==> config.mk <==
export PLATFORM = sky130hd
export DESIGN_NAME = ebml_vint_element_encoder_top_flat
export DESIGN_NICKNAME = d
export VERILOG_FILES = /design/src/rtl/ebv_pkg.sv /design/src/rtl/ebv_intf.sv /design/src/rtl/ebml_vint_element_encoder_top.sv /design/src/rtl/ebv_front.sv /design/src/rtl/ebv_fifo.sv /design/src/rtl/ebv_back.sv /design/src/flat_wrapper.sv
export SDC_FILE = /design/constraint.sdc
export NUM_CORES = 1
export LEC_CHECK = 0
export BUFFER_PORTS_ARGS = -buffer_cell sky130_fd_sc_hd__buf_2
export CORE_UTILIZATION = 40
export CTS_CLUSTER_SIZE = 12
export DETAILED_ROUTE_END_ITERATION = 7
export GPL_TIMING_DRIVEN = 0
export SYNTH_ARGS = -nofsm -noshare
export SYNTH_HDL_FRONTEND = slang
export SYNTH_HIERARCHICAL = 1
export SYNTH_SLANG_ARGS = --single-unit
==> constraint.sdc <==
create_clock -name clk_i -period 18.7 [get_ports clk_i]
set_input_delay 0.935 -clock clk_i [delete_from_list [all_inputs] [get_ports clk_i]]
set_output_delay 0.935 -clock clk_i [all_outputs]
set_load 0.02 [all_outputs]
==> src/rtl/ebv_pkg.sv <==
// shared types, constants and vint encoding functions for the ebml vint encoder
`timescale 1ns / 1ps

package ebv_pkg;

  localparam int unsigned CmdW       = 3;
  localparam int unsigned IdW        = 32;
  localparam int unsigned ValueW     = 64;
  localparam int unsigned PlenW      = 31;
  localparam int unsigned ByteW      = 8;
  localparam int unsigned LenW       = 4;
  localparam int unsigned MaxVintLen = 8;
  localparam int unsigned FifoDepthDef = 2;

  localparam logic [7:0] VintMarker  = 8'h80;
  localparam logic [7:0] UnknownSize = 8'hff;

  typedef enum logic [CmdW-1:0] {
    CMD_UVINT       = 3'd0,
    CMD_SVINT       = 3'd1,
    CMD_INT_ELEM    = 3'd2,
    CMD_ELEM_HDR    = 3'd3,
    CMD_UNKNOWN_HDR = 3'd4
  } cmd_e;

  // one run of big-endian bytes, taken from the low len bytes of data
  typedef struct packed {
    logic [ValueW-1:0] data;
    logic [LenW-1:0]   len;
  } seg_t;

  // a classified command: up to three runs, a run with len zero ends the list
  typedef struct packed {
    seg_t [2:0] seg;
  } desc_t;

  // single 0xff byte for a value that does not fit
  function automatic seg_t seg_ff();
    seg_t r;
    r.data = {{(ValueW-8){1'b0}}, UnknownSize};
    r.len  = LenW'(1);
    return r;
  endfunction

  // unsigned vint: smallest length with n below 2^(7L)-1, marker bit at 2^(7L)
  function automatic seg_t vint_u(input logic [ValueW-1:0] n);
    seg_t              r;
    logic [ValueW-1:0] lim;
    r = seg_ff();
    for (int l = MaxVintLen; l >= 1; l--) begin
      lim = {{(ValueW-1){1'b0}}, 1'b1} << (7 * l);
      if (n < lim - {{(ValueW-1){1'b0}}, 1'b1}) begin
        r.data = n | lim;
        r.len  = LenW'(l);
      end
    end
    return r;
  endfunction

  // signed vint: smallest length with |v| below 2^(7L-1), biased by 2^(7L-1)-1
  function automatic seg_t vint_s(input logic [ValueW-1:0] v);
    seg_t              r;
    logic [ValueW-1:0] half;
    logic [ValueW-1:0] sel;
    logic              found;
    r     = seg_ff();
    sel   = '0;
    found = 1'b0;
    for (int l = MaxVintLen; l >= 1; l--) begin
      half = {{(ValueW-1){1'b0}}, 1'b1} << (7 * l - 1);
      if ((!v[ValueW-1] && (v < half)) ||
          (v[ValueW-1] && (v > ({ValueW{1'b0}} - half)))) begin
        sel   = half;
        r.len = LenW'(l);
        found = 1'b1;
      end
    end
    if (found) begin
      r.data = (v + sel - {{(ValueW-1){1'b0}}, 1'b1}) | (sel << 1);
    end
    return r;
  endfunction

  // byte count of v with leading zero bytes stripped, at least one
  function automatic logic [LenW-1:0] int_bytes(input logic [ValueW-1:0] v);
    logic [LenW-1:0] nb;
    nb = LenW'(1);
    for (int k = 1; k < ValueW / ByteW; k++) begin
      if (v[ByteW*k +: ByteW] != '0) begin
        nb = LenW'(k + 1);
      end
    end
    return nb;
  endfunction

endpackage

==> src/rtl/ebv_intf.sv <==
// command and byte stream channel interfaces
`timescale 1ns / 1ps

interface ebv_cmd_if
  import ebv_pkg::*;
();
  logic              valid;
  logic              ready;
  logic [CmdW-1:0]   command;
  logic [IdW-1:0]    element_id;
  logic [ValueW-1:0] value;
  logic [PlenW-1:0]  payload_length;

  modport source (output valid, command, element_id, value, payload_length, input ready);
  modport sink   (input valid, command, element_id, value, payload_length, output ready);
endinterface

interface ebv_byte_if
  import ebv_pkg::*;
();
  logic             valid;
  logic             ready;
  logic [ByteW-1:0] out_byte;
  logic             last;

  modport source (output valid, out_byte, last, input ready);
  modport sink   (input valid, out_byte, last, output ready);
endinterface

==> src/rtl/ebml_vint_element_encoder_top.sv <==
// top level of the ebml vint and element header encoder
// command path: front register, queue, back-end descriptor, output register
// throughput: one byte per cycle while byte_o is ready; a command has 1 to 14
//   output bytes, sent by the single-byte serializer in the back end
// a new command is taken every cycle while the descriptor queue has room
// reset (async, active low) empties the queue and clears all valid flags
`timescale 1ns / 1ps

module ebml_vint_element_encoder_top
  import ebv_pkg::*;
#(
  parameter int unsigned FifoDepth = FifoDepthDef
) (
  input  logic       clk_i,
  input  logic       rst_ni,
  ebv_cmd_if.sink    cmd_i,
  ebv_byte_if.source byte_o
);

  // front register to queue
  logic  push_valid;
  logic  push_ready;
  desc_t push_desc;

  // queue to back end
  logic  pop_valid;
  logic  pop;
  desc_t pop_desc;

  // classify each command into up to three byte runs (id, size, value)
  ebv_front u_front (
    .clk_i        (clk_i),
    .rst_ni       (rst_ni),
    .cmd_i        (cmd_i),
    .push_valid_o (push_valid),
    .push_desc_o  (push_desc),
    .push_ready_i (push_ready)
  );

  // decouples command intake from byte output so each side stalls alone
  ebv_fifo #(
    .Depth (FifoDepth)
  ) u_fifo (
    .clk_i        (clk_i),
    .rst_ni       (rst_ni),
    .push_valid_i (push_valid),
    .push_desc_i  (push_desc),
    .push_ready_o (push_ready),
    .pop_valid_o  (pop_valid),
    .pop_desc_o   (pop_desc),
    .pop_i        (pop)
  );

  // serialize runs most significant byte first, last marks the final byte
  ebv_back u_back (
    .clk_i       (clk_i),
    .rst_ni      (rst_ni),
    .pop_valid_i (pop_valid),
    .pop_desc_i  (pop_desc),
    .pop_o       (pop),
    .byte_o      (byte_o)
  );

endmodule

==> src/rtl/ebv_front.sv <==
// front end: takes commands and classifies them into byte-run descriptors
`timescale 1ns / 1ps

module ebv_front
  import ebv_pkg::*;
(
  input  logic        clk_i,
  input  logic        rst_ni,
  ebv_cmd_if.sink     cmd_i,
  output logic        push_valid_o,
  output desc_t       push_desc_o,
  input  logic        push_ready_i
);

  logic  valid_q;
  logic  valid_d;
  desc_t desc_q;
  desc_t desc_d;
  logic  keep;
  logic  take;
  seg_t  id_seg;
  seg_t  nb_seg;
  logic [LenW-1:0] nb;

  assign cmd_i.ready  = !valid_q || push_ready_i;
  assign take         = cmd_i.valid && cmd_i.ready;
  assign push_valid_o = valid_q;
  assign push_desc_o  = desc_q;

  always_comb begin
    id_seg      = vint_u({{(ValueW-IdW){1'b0}}, cmd_i.element_id});
    nb          = int_bytes(cmd_i.value);
    nb_seg.data = {{(ValueW-8){1'b0}}, VintMarker | {4'd0, nb}};
    nb_seg.len  = LenW'(1);
  end

  // unused command codes produce nothing and are dropped here
  always_comb begin
    desc_d = '0;
    keep   = 1'b1;
    unique case (cmd_e'(cmd_i.command))
      CMD_UVINT: begin
        desc_d.seg[0] = vint_u(cmd_i.value);
      end
      CMD_SVINT: begin
        desc_d.seg[0] = vint_s(cmd_i.value);
      end
      CMD_INT_ELEM: begin
        desc_d.seg[0]      = id_seg;
        desc_d.seg[1]      = nb_seg;
        desc_d.seg[2].data = cmd_i.value;
        desc_d.seg[2].len  = nb;
      end
      CMD_ELEM_HDR: begin
        desc_d.seg[0] = id_seg;
        desc_d.seg[1] = vint_u({{(ValueW-PlenW){1'b0}}, cmd_i.payload_length});
      end
      CMD_UNKNOWN_HDR: begin
        desc_d.seg[0] = id_seg;
        desc_d.seg[1] = seg_ff();
      end
      default: begin
        keep = 1'b0;
      end
    endcase
  end

  always_comb begin
    valid_d = valid_q;
    if (take) begin
      valid_d = keep;
    end else if (push_ready_i) begin
      valid_d = 1'b0;
    end
  end

  always_ff @(posedge clk_i or negedge rst_ni) begin
    if (!rst_ni) begin
      valid_q <= 1'b0;
    end else begin
      valid_q <= valid_d;
    end
  end

  always_ff @(posedge clk_i) begin
    if (take) begin
      desc_q <= desc_d;
    end
  end

endmodule

==> src/rtl/ebv_fifo.sv <==
// short descriptor queue between front and back
`timescale 1ns / 1ps

module ebv_fifo
  import ebv_pkg::*;
#(
  parameter int unsigned Depth = FifoDepthDef
) (
  input  logic  clk_i,
  input  logic  rst_ni,
  input  logic  push_valid_i,
  input  desc_t push_desc_i,
  output logic  push_ready_o,
  output logic  pop_valid_o,
  output desc_t pop_desc_o,
  input  logic  pop_i
);

  localparam int unsigned PtrW = $clog2(Depth);
  localparam int unsigned CntW = $clog2(Depth + 1);

  desc_t           mem_q [Depth];
  logic [PtrW-1:0] wr_q, wr_d;
  logic [PtrW-1:0] rd_q, rd_d;
  logic [CntW-1:0] cnt_q, cnt_d;
  logic            push;
  logic            pop;

  assign push_ready_o = (cnt_q != CntW'(Depth));
  assign pop_valid_o  = (cnt_q != '0);
  assign pop_desc_o   = mem_q[rd_q];
  assign push         = push_valid_i && push_ready_o;
  assign pop          = pop_i && pop_valid_o;

  always_comb begin
    wr_d  = wr_q;
    rd_d  = rd_q;
    cnt_d = cnt_q;
    if (push) begin
      wr_d = (wr_q == PtrW'(Depth - 1)) ? '0 : wr_q + PtrW'(1);
    end
    if (pop) begin
      rd_d = (rd_q == PtrW'(Depth - 1)) ? '0 : rd_q + PtrW'(1);
    end
    case ({push, pop})
      2'b10:   cnt_d = cnt_q + CntW'(1);
      2'b01:   cnt_d = cnt_q - CntW'(1);
      default: cnt_d = cnt_q;
    endcase
  end

  always_ff @(posedge clk_i or negedge rst_ni) begin
    if (!rst_ni) begin
      wr_q  <= '0;
      rd_q  <= '0;
      cnt_q <= '0;
    end else begin
      wr_q  <= wr_d;
      rd_q  <= rd_d;
      cnt_q <= cnt_d;
    end
  end

  always_ff @(posedge clk_i) begin
    if (push) begin
      mem_q[wr_q] <= push_desc_i;
    end
  end

endmodule

==> src/rtl/ebv_back.sv <==
// back end: walks a descriptor one byte per cycle into the output register while byte_o is not stalled
`timescale 1ns / 1ps

module ebv_back
  import ebv_pkg::*;
(
  input  logic       clk_i,
  input  logic       rst_ni,
  input  logic       pop_valid_i,
  input  desc_t      pop_desc_i,
  output logic       pop_o,
  ebv_byte_if.source byte_o
);

  desc_t           cur_q;
  logic            cur_valid_q, cur_valid_d;
  logic [1:0]      seg_q, seg_d;
  logic [LenW-1:0] rem_q, rem_d;
  logic            out_valid_q, out_valid_d;
  logic [ByteW-1:0] out_byte_q;
  logic            out_last_q;

  logic             emit;
  logic             seg_end;
  logic             next_ok;
  logic [LenW-1:0]  next_len;
  logic             msg_end;
  logic             load;
  logic [2:0]       bidx;
  logic [ValueW-1:0] seg_data;
  logic [ByteW-1:0] cur_byte;

  assign byte_o.valid    = out_valid_q;
  assign byte_o.out_byte = out_byte_q;
  assign byte_o.last     = out_last_q;

  always_comb begin
    case (seg_q)
      2'd0:    next_len = cur_q.seg[1].len;
      2'd1:    next_len = cur_q.seg[2].len;
      default: next_len = '0;
    endcase
  end

  assign emit     = cur_valid_q && (!out_valid_q || byte_o.ready);
  assign seg_end  = (rem_q == LenW'(1));
  assign next_ok  = (next_len != '0);
  assign msg_end  = seg_end && !next_ok;
  assign load     = pop_valid_i && (!cur_valid_q || (emit && msg_end));
  assign pop_o    = load;
  assign seg_data = cur_q.seg[seg_q].data;
  assign bidx     = 3'(rem_q - LenW'(1));
  assign cur_byte = seg_data[{bidx, 3'b000} +: ByteW];

  always_comb begin
    cur_valid_d = cur_valid_q;
    seg_d       = seg_q;
    rem_d       = rem_q;
    if (emit) begin
      if (!seg_end) begin
        rem_d = rem_q - LenW'(1);
      end else if (next_ok) begin
        seg_d = seg_q + 2'd1;
        rem_d = next_len;
      end else begin
        cur_valid_d = 1'b0;
      end
    end
    if (load) begin
      cur_valid_d = 1'b1;
      seg_d       = 2'd0;
      rem_d       = pop_desc_i.seg[0].len;
    end
  end

  always_comb begin
    out_valid_d = out_valid_q;
    if (emit) begin
      out_valid_d = 1'b1;
    end else if (byte_o.ready) begin
      out_valid_d = 1'b0;
    end
  end

  always_ff @(posedge clk_i or negedge rst_ni) begin
    if (!rst_ni) begin
      cur_valid_q <= 1'b0;
      seg_q       <= '0;
      rem_q       <= '0;
      out_valid_q <= 1'b0;
    end else begin
      cur_valid_q <= cur_valid_d;
      seg_q       <= seg_d;
      rem_q       <= rem_d;
      out_valid_q <= out_valid_d;
    end
  end

  always_ff @(posedge clk_i) begin
    if (load) begin
      cur_q <= pop_desc_i;
    end
    if (emit) begin
      out_byte_q <= cur_byte;
      out_last_q <= msg_end;
    end
  end

endmodule

==> src/flat_wrapper.sv <==
// flat-port wrapper written by rule: the top's interface ports become plain ports
module ebml_vint_element_encoder_top_flat import ebv_pkg::*;
#(
  parameter int unsigned FifoDepth = FifoDepthDef
)
  (clk_i, rst_ni, cmd_i_valid, cmd_i_command, cmd_i_element_id, cmd_i_value, cmd_i_payload_length, cmd_i_ready, byte_o_valid, byte_o_out_byte, byte_o_last, byte_o_ready);
  ebv_cmd_if cmd_i_i ();
  ebv_byte_if byte_o_i ();
  input  logic clk_i;
  input  logic rst_ni;
  input wire logic [$bits(cmd_i_i.valid)-1:0] cmd_i_valid;
  input wire logic [$bits(cmd_i_i.command)-1:0] cmd_i_command;
  input wire logic [$bits(cmd_i_i.element_id)-1:0] cmd_i_element_id;
  input wire logic [$bits(cmd_i_i.value)-1:0] cmd_i_value;
  input wire logic [$bits(cmd_i_i.payload_length)-1:0] cmd_i_payload_length;
  output wire logic [$bits(cmd_i_i.ready)-1:0] cmd_i_ready;
  output wire logic [$bits(byte_o_i.valid)-1:0] byte_o_valid;
  output wire logic [$bits(byte_o_i.out_byte)-1:0] byte_o_out_byte;
  output wire logic [$bits(byte_o_i.last)-1:0] byte_o_last;
  input wire logic [$bits(byte_o_i.ready)-1:0] byte_o_ready;
  assign cmd_i_i.valid = cmd_i_valid;
  assign cmd_i_i.command = cmd_i_command;
  assign cmd_i_i.element_id = cmd_i_element_id;
  assign cmd_i_i.value = cmd_i_value;
  assign cmd_i_i.payload_length = cmd_i_payload_length;
  assign cmd_i_ready = cmd_i_i.ready;
  assign byte_o_valid = byte_o_i.valid;
  assign byte_o_out_byte = byte_o_i.out_byte;
  assign byte_o_last = byte_o_i.last;
  assign byte_o_i.ready = byte_o_ready;
  ebml_vint_element_encoder_top #(.FifoDepth(FifoDepth)) u_core (.clk_i(clk_i), .rst_ni(rst_ni), .cmd_i(cmd_i_i), .byte_o(byte_o_i));
endmodule
After elaboration in Yosys (flattened, before gate mapping) --
Memory sizes are Yosys's and may differ from the RTL's. Index checks and enable logic that the tools add are counted.
Word-level totals: bits in writable memories 408, output and inout port bits 11, word-level logic and storage cells 215, memories kept 1, flip-flop bits (word level) 430, bits of input ports 134
Memory list:
- u_core.u_fifo.mem_q | words 2, bits a word 204, rd ports 1, clocked after memory_dff 0, write ports 1, line ebv_fifo.sv:22 | desc_t mem_q [Depth];
Operators by class: equality and inequality tests 11, reduce and logical (&&, ||, !) cells 61, add/sub/neg operators 8, multiplexer cells 77, bitwise logic cells 1, magnitude comparators 33, shift-type cells 1
Operators with widths (number):
- $mux 68 | 12
- $mux 64 | 9
- $gt 64x64->1 const B | 8
- $pmux 68 s3 | 2
- $mux 40 | 5
- $bmux 68 s2 | 1
- $lt 64x14->1 const B | 2
- $lt 64x21->1 const B | 2
- $lt 64x28->1 const B | 2
- $lt 64x35->1 const B | 2
- $lt 64x42->1 const B | 2
- $lt 64x49->1 const B | 2
- $lt 64x56->1 const B | 2
- $lt 64x7->1 const B | 2
- $add 64x64->64 | 1
- $or 64x64->64 | 1
- $shiftx 64x7->8 | 1
- $sub 64x1->64 const B | 1
- $mux 56 | 1
- $reduce_bool 8->1 | 7
- $mux 4 | 13
- $lt 32x14->1 const B | 1
- $lt 32x21->1 const B | 1
- $lt 32x28->1 const B | 1
- other kinds (35) | 111

Depth between registers and ports, before layout --
depth after elaboration 17, mapped depth 25, mapped depth without buffers 25

Modules after synthesis --
The synthesis kept the hierarchy.
Modules (own cells, without submodules):
- ebv_fifo | area an instance 15532.4 µm², cells an instance 652, seq. area each 12351.8 µm², times used 1
- ebv_front | area an instance 13749.4 µm², cells an instance 1503, seq. area each 5159.9 µm², times used 1
- ebv_back | area an instance 8381.8 µm², cells an instance 374, seq. area each 6476.2 µm², times used 1

Worst setup path after synthesis --
Ideal clock, no wire load.
kind reg-to-reg, start point register u_core.u_fifo.cnt_q[0], end point memory u_core/u_fifo/mem_q[0][0] (netlist name) (enable), buffers on the path 0, cell stages (with the launch flop) 4, library setup time 0.771 ns, setup slack 8.852 ns, required time 17.929 ns, arrival time 9.076 ns, clock period less this slack 9.848 ns, path through dfrtp_1 > nand2b_1 > nand2_1 > nor2_1
On the way: word-level cells in the longest chain between the ends 4
Ends and longest elaborated chain:
- start: declaration | line ebv_fifo.sv:25 | logic [CntW-1:0] cnt_q, cnt_d;
- start signal: assignment | line ebv_fifo.sv:60 | cnt_q <= cnt_d;
- $ne 2x2->1 | line ebv_fifo.sv:29 | assign push_ready_o = (cnt_q != CntW'(Depth));
- via u_core.push_ready | line ebml_vint_element_encoder_top.sv:22 | logic push_ready;
- $logic_and 1x1->1 | line ebv_fifo.sv:32 | assign push = push_valid_i && push_ready_o;
- $mux 1 | line ebv_fifo.sv:65 | if (push) begin
- $mux 1 (implied by the code) | line ebv_fifo.sv:66 | mem_q[wr_q] <= push_desc_i;
- end: declaration | line ebv_fifo.sv:22
The timed path passes the listed nets, and every way through them passes these cells.

==> reports/qor.csv <==
metric,value,unit
status,completed,
clk_lat worst skew,630,ps
most frequent cells after synthesis,"edfxtp_1 (788), ha_1 (168), mux2_4 (150), inv_1 (140), nor3_1 (109)",
Initial Util,40.4,%
Post-Synth Adder-Cell Area,5.63,%
Die H,309,um
vias in the first global route,22600,
#FFs+latches synth,801,
layout cells sized above 1,21.8,%
Placed Instances,3974,
Mean Syn Cell Area,14.9,sq um
CP Cell Sequence,"buf_2, inv_1, ha_1, nand4_1, a21oi_1, or3_1, a21oi_1, a21boi_0, a31oi_1, nand3b_1, ha_1, inv_1, ha_1, buf_2, and4bb_2, nand3_1, nor4b_1, inv_1, o211ai_2, a2111oi_2, o31ai_2, a21oi_1, xnor2_1, o22ai_1",
leading register cell type out of synthesis,edfxtp_1,
synthesized area,0.0377,sq mm
drt total wl,99.1,mm
Critical Path Sink,u_core/u_front/push_desc_o[54]$_DFFE_PP_,
via count,22100,
Worst path top cell family by delay,compound AO/OA/AOI/OAI gates,
max cap viols,0,
H-tree depth,3,
final setup TNS,0,ps
post-synthesis xor/xnor area fraction,1.56,%
top post-synthesis cells by area,"edfxtp_1 (63%), mux2_4 (6.0%), ha_1 (5.6%)",
most frequent cell after synthesis,edfxtp_1,
Leak,15.9,nW
number of DRC markers in iteration 0,2018,
Tmin final,6790,ps
"EDFF count, synth",788,
largest family of logic cells by synthesized area,multiplexers,
post-synthesis simple-gate area fraction,7.22,%
r2r endpoint,u_core/u_back/byte_o.out_byte[4]$_DFFE_PP_,
CP Depth,24,
DP HPWL,75.2,mm
initial antenna violation count,7,
CP startpoint,cmd_i_value[63],
first-pass GRT wire length,147,mm
DRC,0,
Gate Count Post-Synth,2529,
RSZ-0062 raised after global routing,no,
# setup viols final,0,
post-synth top area share,62.8,%
Critical Path RT,19030,ps
Non-Filler Instances,4093,
Netlist cell types,89,
largest net degree at the start of global routing,125,
"Seq/Total Area, Yosys",63.7,%
Pwr Density,123,mW/mm^2
Post-CTS Resized,0,
Sink Count,801,
Vias/cell,5.41,
skew final,17.1,ps
Crit. End Element,flop,
Tcrit/Tclk final,36.3,%
VDD IR max,0.0702,mV
final net count,3105,
CP Data Arrival Time,7120,ps
floorplan core area,0.0933,sq mm
FMAX,0.147,GHz
RePlAce Congestion,0.923,
Root Buffer,clkbuf_16,
Chip Width,309,um
CTS tree,done,
area grow syn2layout,13.6,%
crit path max fanout,8,
Fin. Hold Viols,0,
Worst R2R Path Depth,11,
clock tree buffer depth,3,
Worst Tran Pin Value,1170,ps
Clock Pin Slew Worst Setup and Hold Paths,60,ps
Synth Area in Compound Gates,7.21,%
worst r2r src,u_core/u_back/rem_q[0]$_DFFE_PN0P_,
antenna-violating nets left,0,
worst reg-to-reg setup slack,14380,ps
IO Pins,145,
cell accounting for the most synthesized area,edfxtp_1,
row cnt,112,
CTS Hold Bufs,0,
cts bufs inserted,80,
Overflow after GRT,0,
die area,0.0954,sq mm
Post-CTS Setup Inserts,0,
Hold WC Path Type,in -> async,
Detailed Routing Iterations Pass 1,6,
DR WL/cell,24.2,um
kind of critical path,in -> reg,
Yosys warnings,6,
mux contribution to synthesized area,11.3,%
asr flop ratio synth,1.62,%
max incr delay on CP,620,ps
fin. max-slew vios,0,
crit path max-delay cell type,o31ai_2,
worst path buffer plus inverter count,5,
Rel. slew slack,21.9,%
GRT Total Usage,21.0,%
type of origin of the critical path,primary input,
PortBufs,143,
[cell families (layout without fill, tap and decap cells)]
family,Yosys count,after routing
compound gates,408,408
flops,801,801
xor+xnor,67,67
buf+inv,263,540
mux,282,282
fa+ha+maj,169,169
other cells,1,34
simple gates,538,538
[cell type report]
type,count,area [sq um]
repair buffers,159,1090
inverters,140,526
clock inverters,23,229
diodes,1,2.50
multi-input cells,1497,12500
well taps,1254,1570
plain buffers,123,764
flip-flops and latches,801,24000
clock buffers,95,2070
fillers,8276,50600
[state kept, by name, indices dropped and copies added (netlist names)]
signal and flops:
u_core/u_fifo/rd_q 1, u_core/u_back/byte_o.valid 1, u_core/u_fifo/mem_q 408, u_core/u_back/rem_q 4
u_core/u_front/push_desc_o 171, u_core/u_back/cur_q 200, u_core/u_back/byte_o.last 1, u_core/u_front/push_valid_o 1
u_core/u_fifo/wr_q 1, u_core/u_back/byte_o.out_byte 8, u_core/u_back/cur_valid_q 1, u_core/u_back/seg_q 2
u_core/u_fifo/cnt_q 2
[routing by layer]
layer | GRT usage (%) | wire [um] | share of wire (%) | vias to the layer above
met5 | 0 | 50 | 0.050 | -
met4 | 6.69 | 2820 | 2.8 | 8
met3 | 3.07 | 5910 | 6.0 | 166
met2 | 34.2 | 46800 | 47 | 790
met1 | 28.9 | 43600 | 44 | 11000
li1 | - | - | - | 10200
[through the flow]
step                worst slack [ps]  cell area [sq um]  total power [mW]  utilization [%]  hold slack [ps]
floorplan                       8850              37800              3.45                -              421
finish                         11910              42800              5.28             45.8              211
global route                   11670              42800              5.50             45.8              208
CTS                            12040              42800              5.34             45.8              184
global placement                3200              40100              3.94             42.9              422
detailed placement             11370              40500              3.90             43.4              430
[power breakdown]
| group | internal, mW | switching (mW) | total, mW |
|---|---|---|---|
| logic | 0.585 | 0.790 | 1.38 |
| registers | 2.38 | 0.0908 | 2.47 |
| clock network | 0.799 | 0.631 | 1.43 |
[worst min path at each step]
stage	to	slack [ps]	depth (start not counted)
after floorplan	u_core/u_fifo/mem_q[0][0]$_DFFE_PP_	420	0
after global placement	u_core/u_fifo/mem_q[1][87]$_DFFE_PP_	420	0
after detailed placement	u_core/u_fifo/mem_q[1][155]$_DFFE_PP_	430	0
after CTS	u_core/u_fifo/cnt_q[1]$_DFFE_PN0P_	180	1
after global routing	u_core/u_fifo/cnt_q[1]$_DFFE_PN0P_	210	1
final	u_core/u_front/push_valid_o$_DFFE_PN0P_	210	1
[layout by cell type (no fill, tap or decap), types with 27 or more instances in the layout]
master	count
a21oi_1	102
and3_1	28
buf_2	166
buf_4	34
clkbuf_1	53
clkbuf_16	80
conb_1	33
edfxtp_1	788
ha_1	168
inv_1	140
mux2_2	55
mux2_4	150
mux2i_1	27
mux4_2	48
nand2_1	102
nand3_1	42
nand4_1	38
nor2_1	100
nor3_1	108
o21ai_0	95
o22ai_1	30
xnor2_1	48
Power figures use the tool's default switching activity.
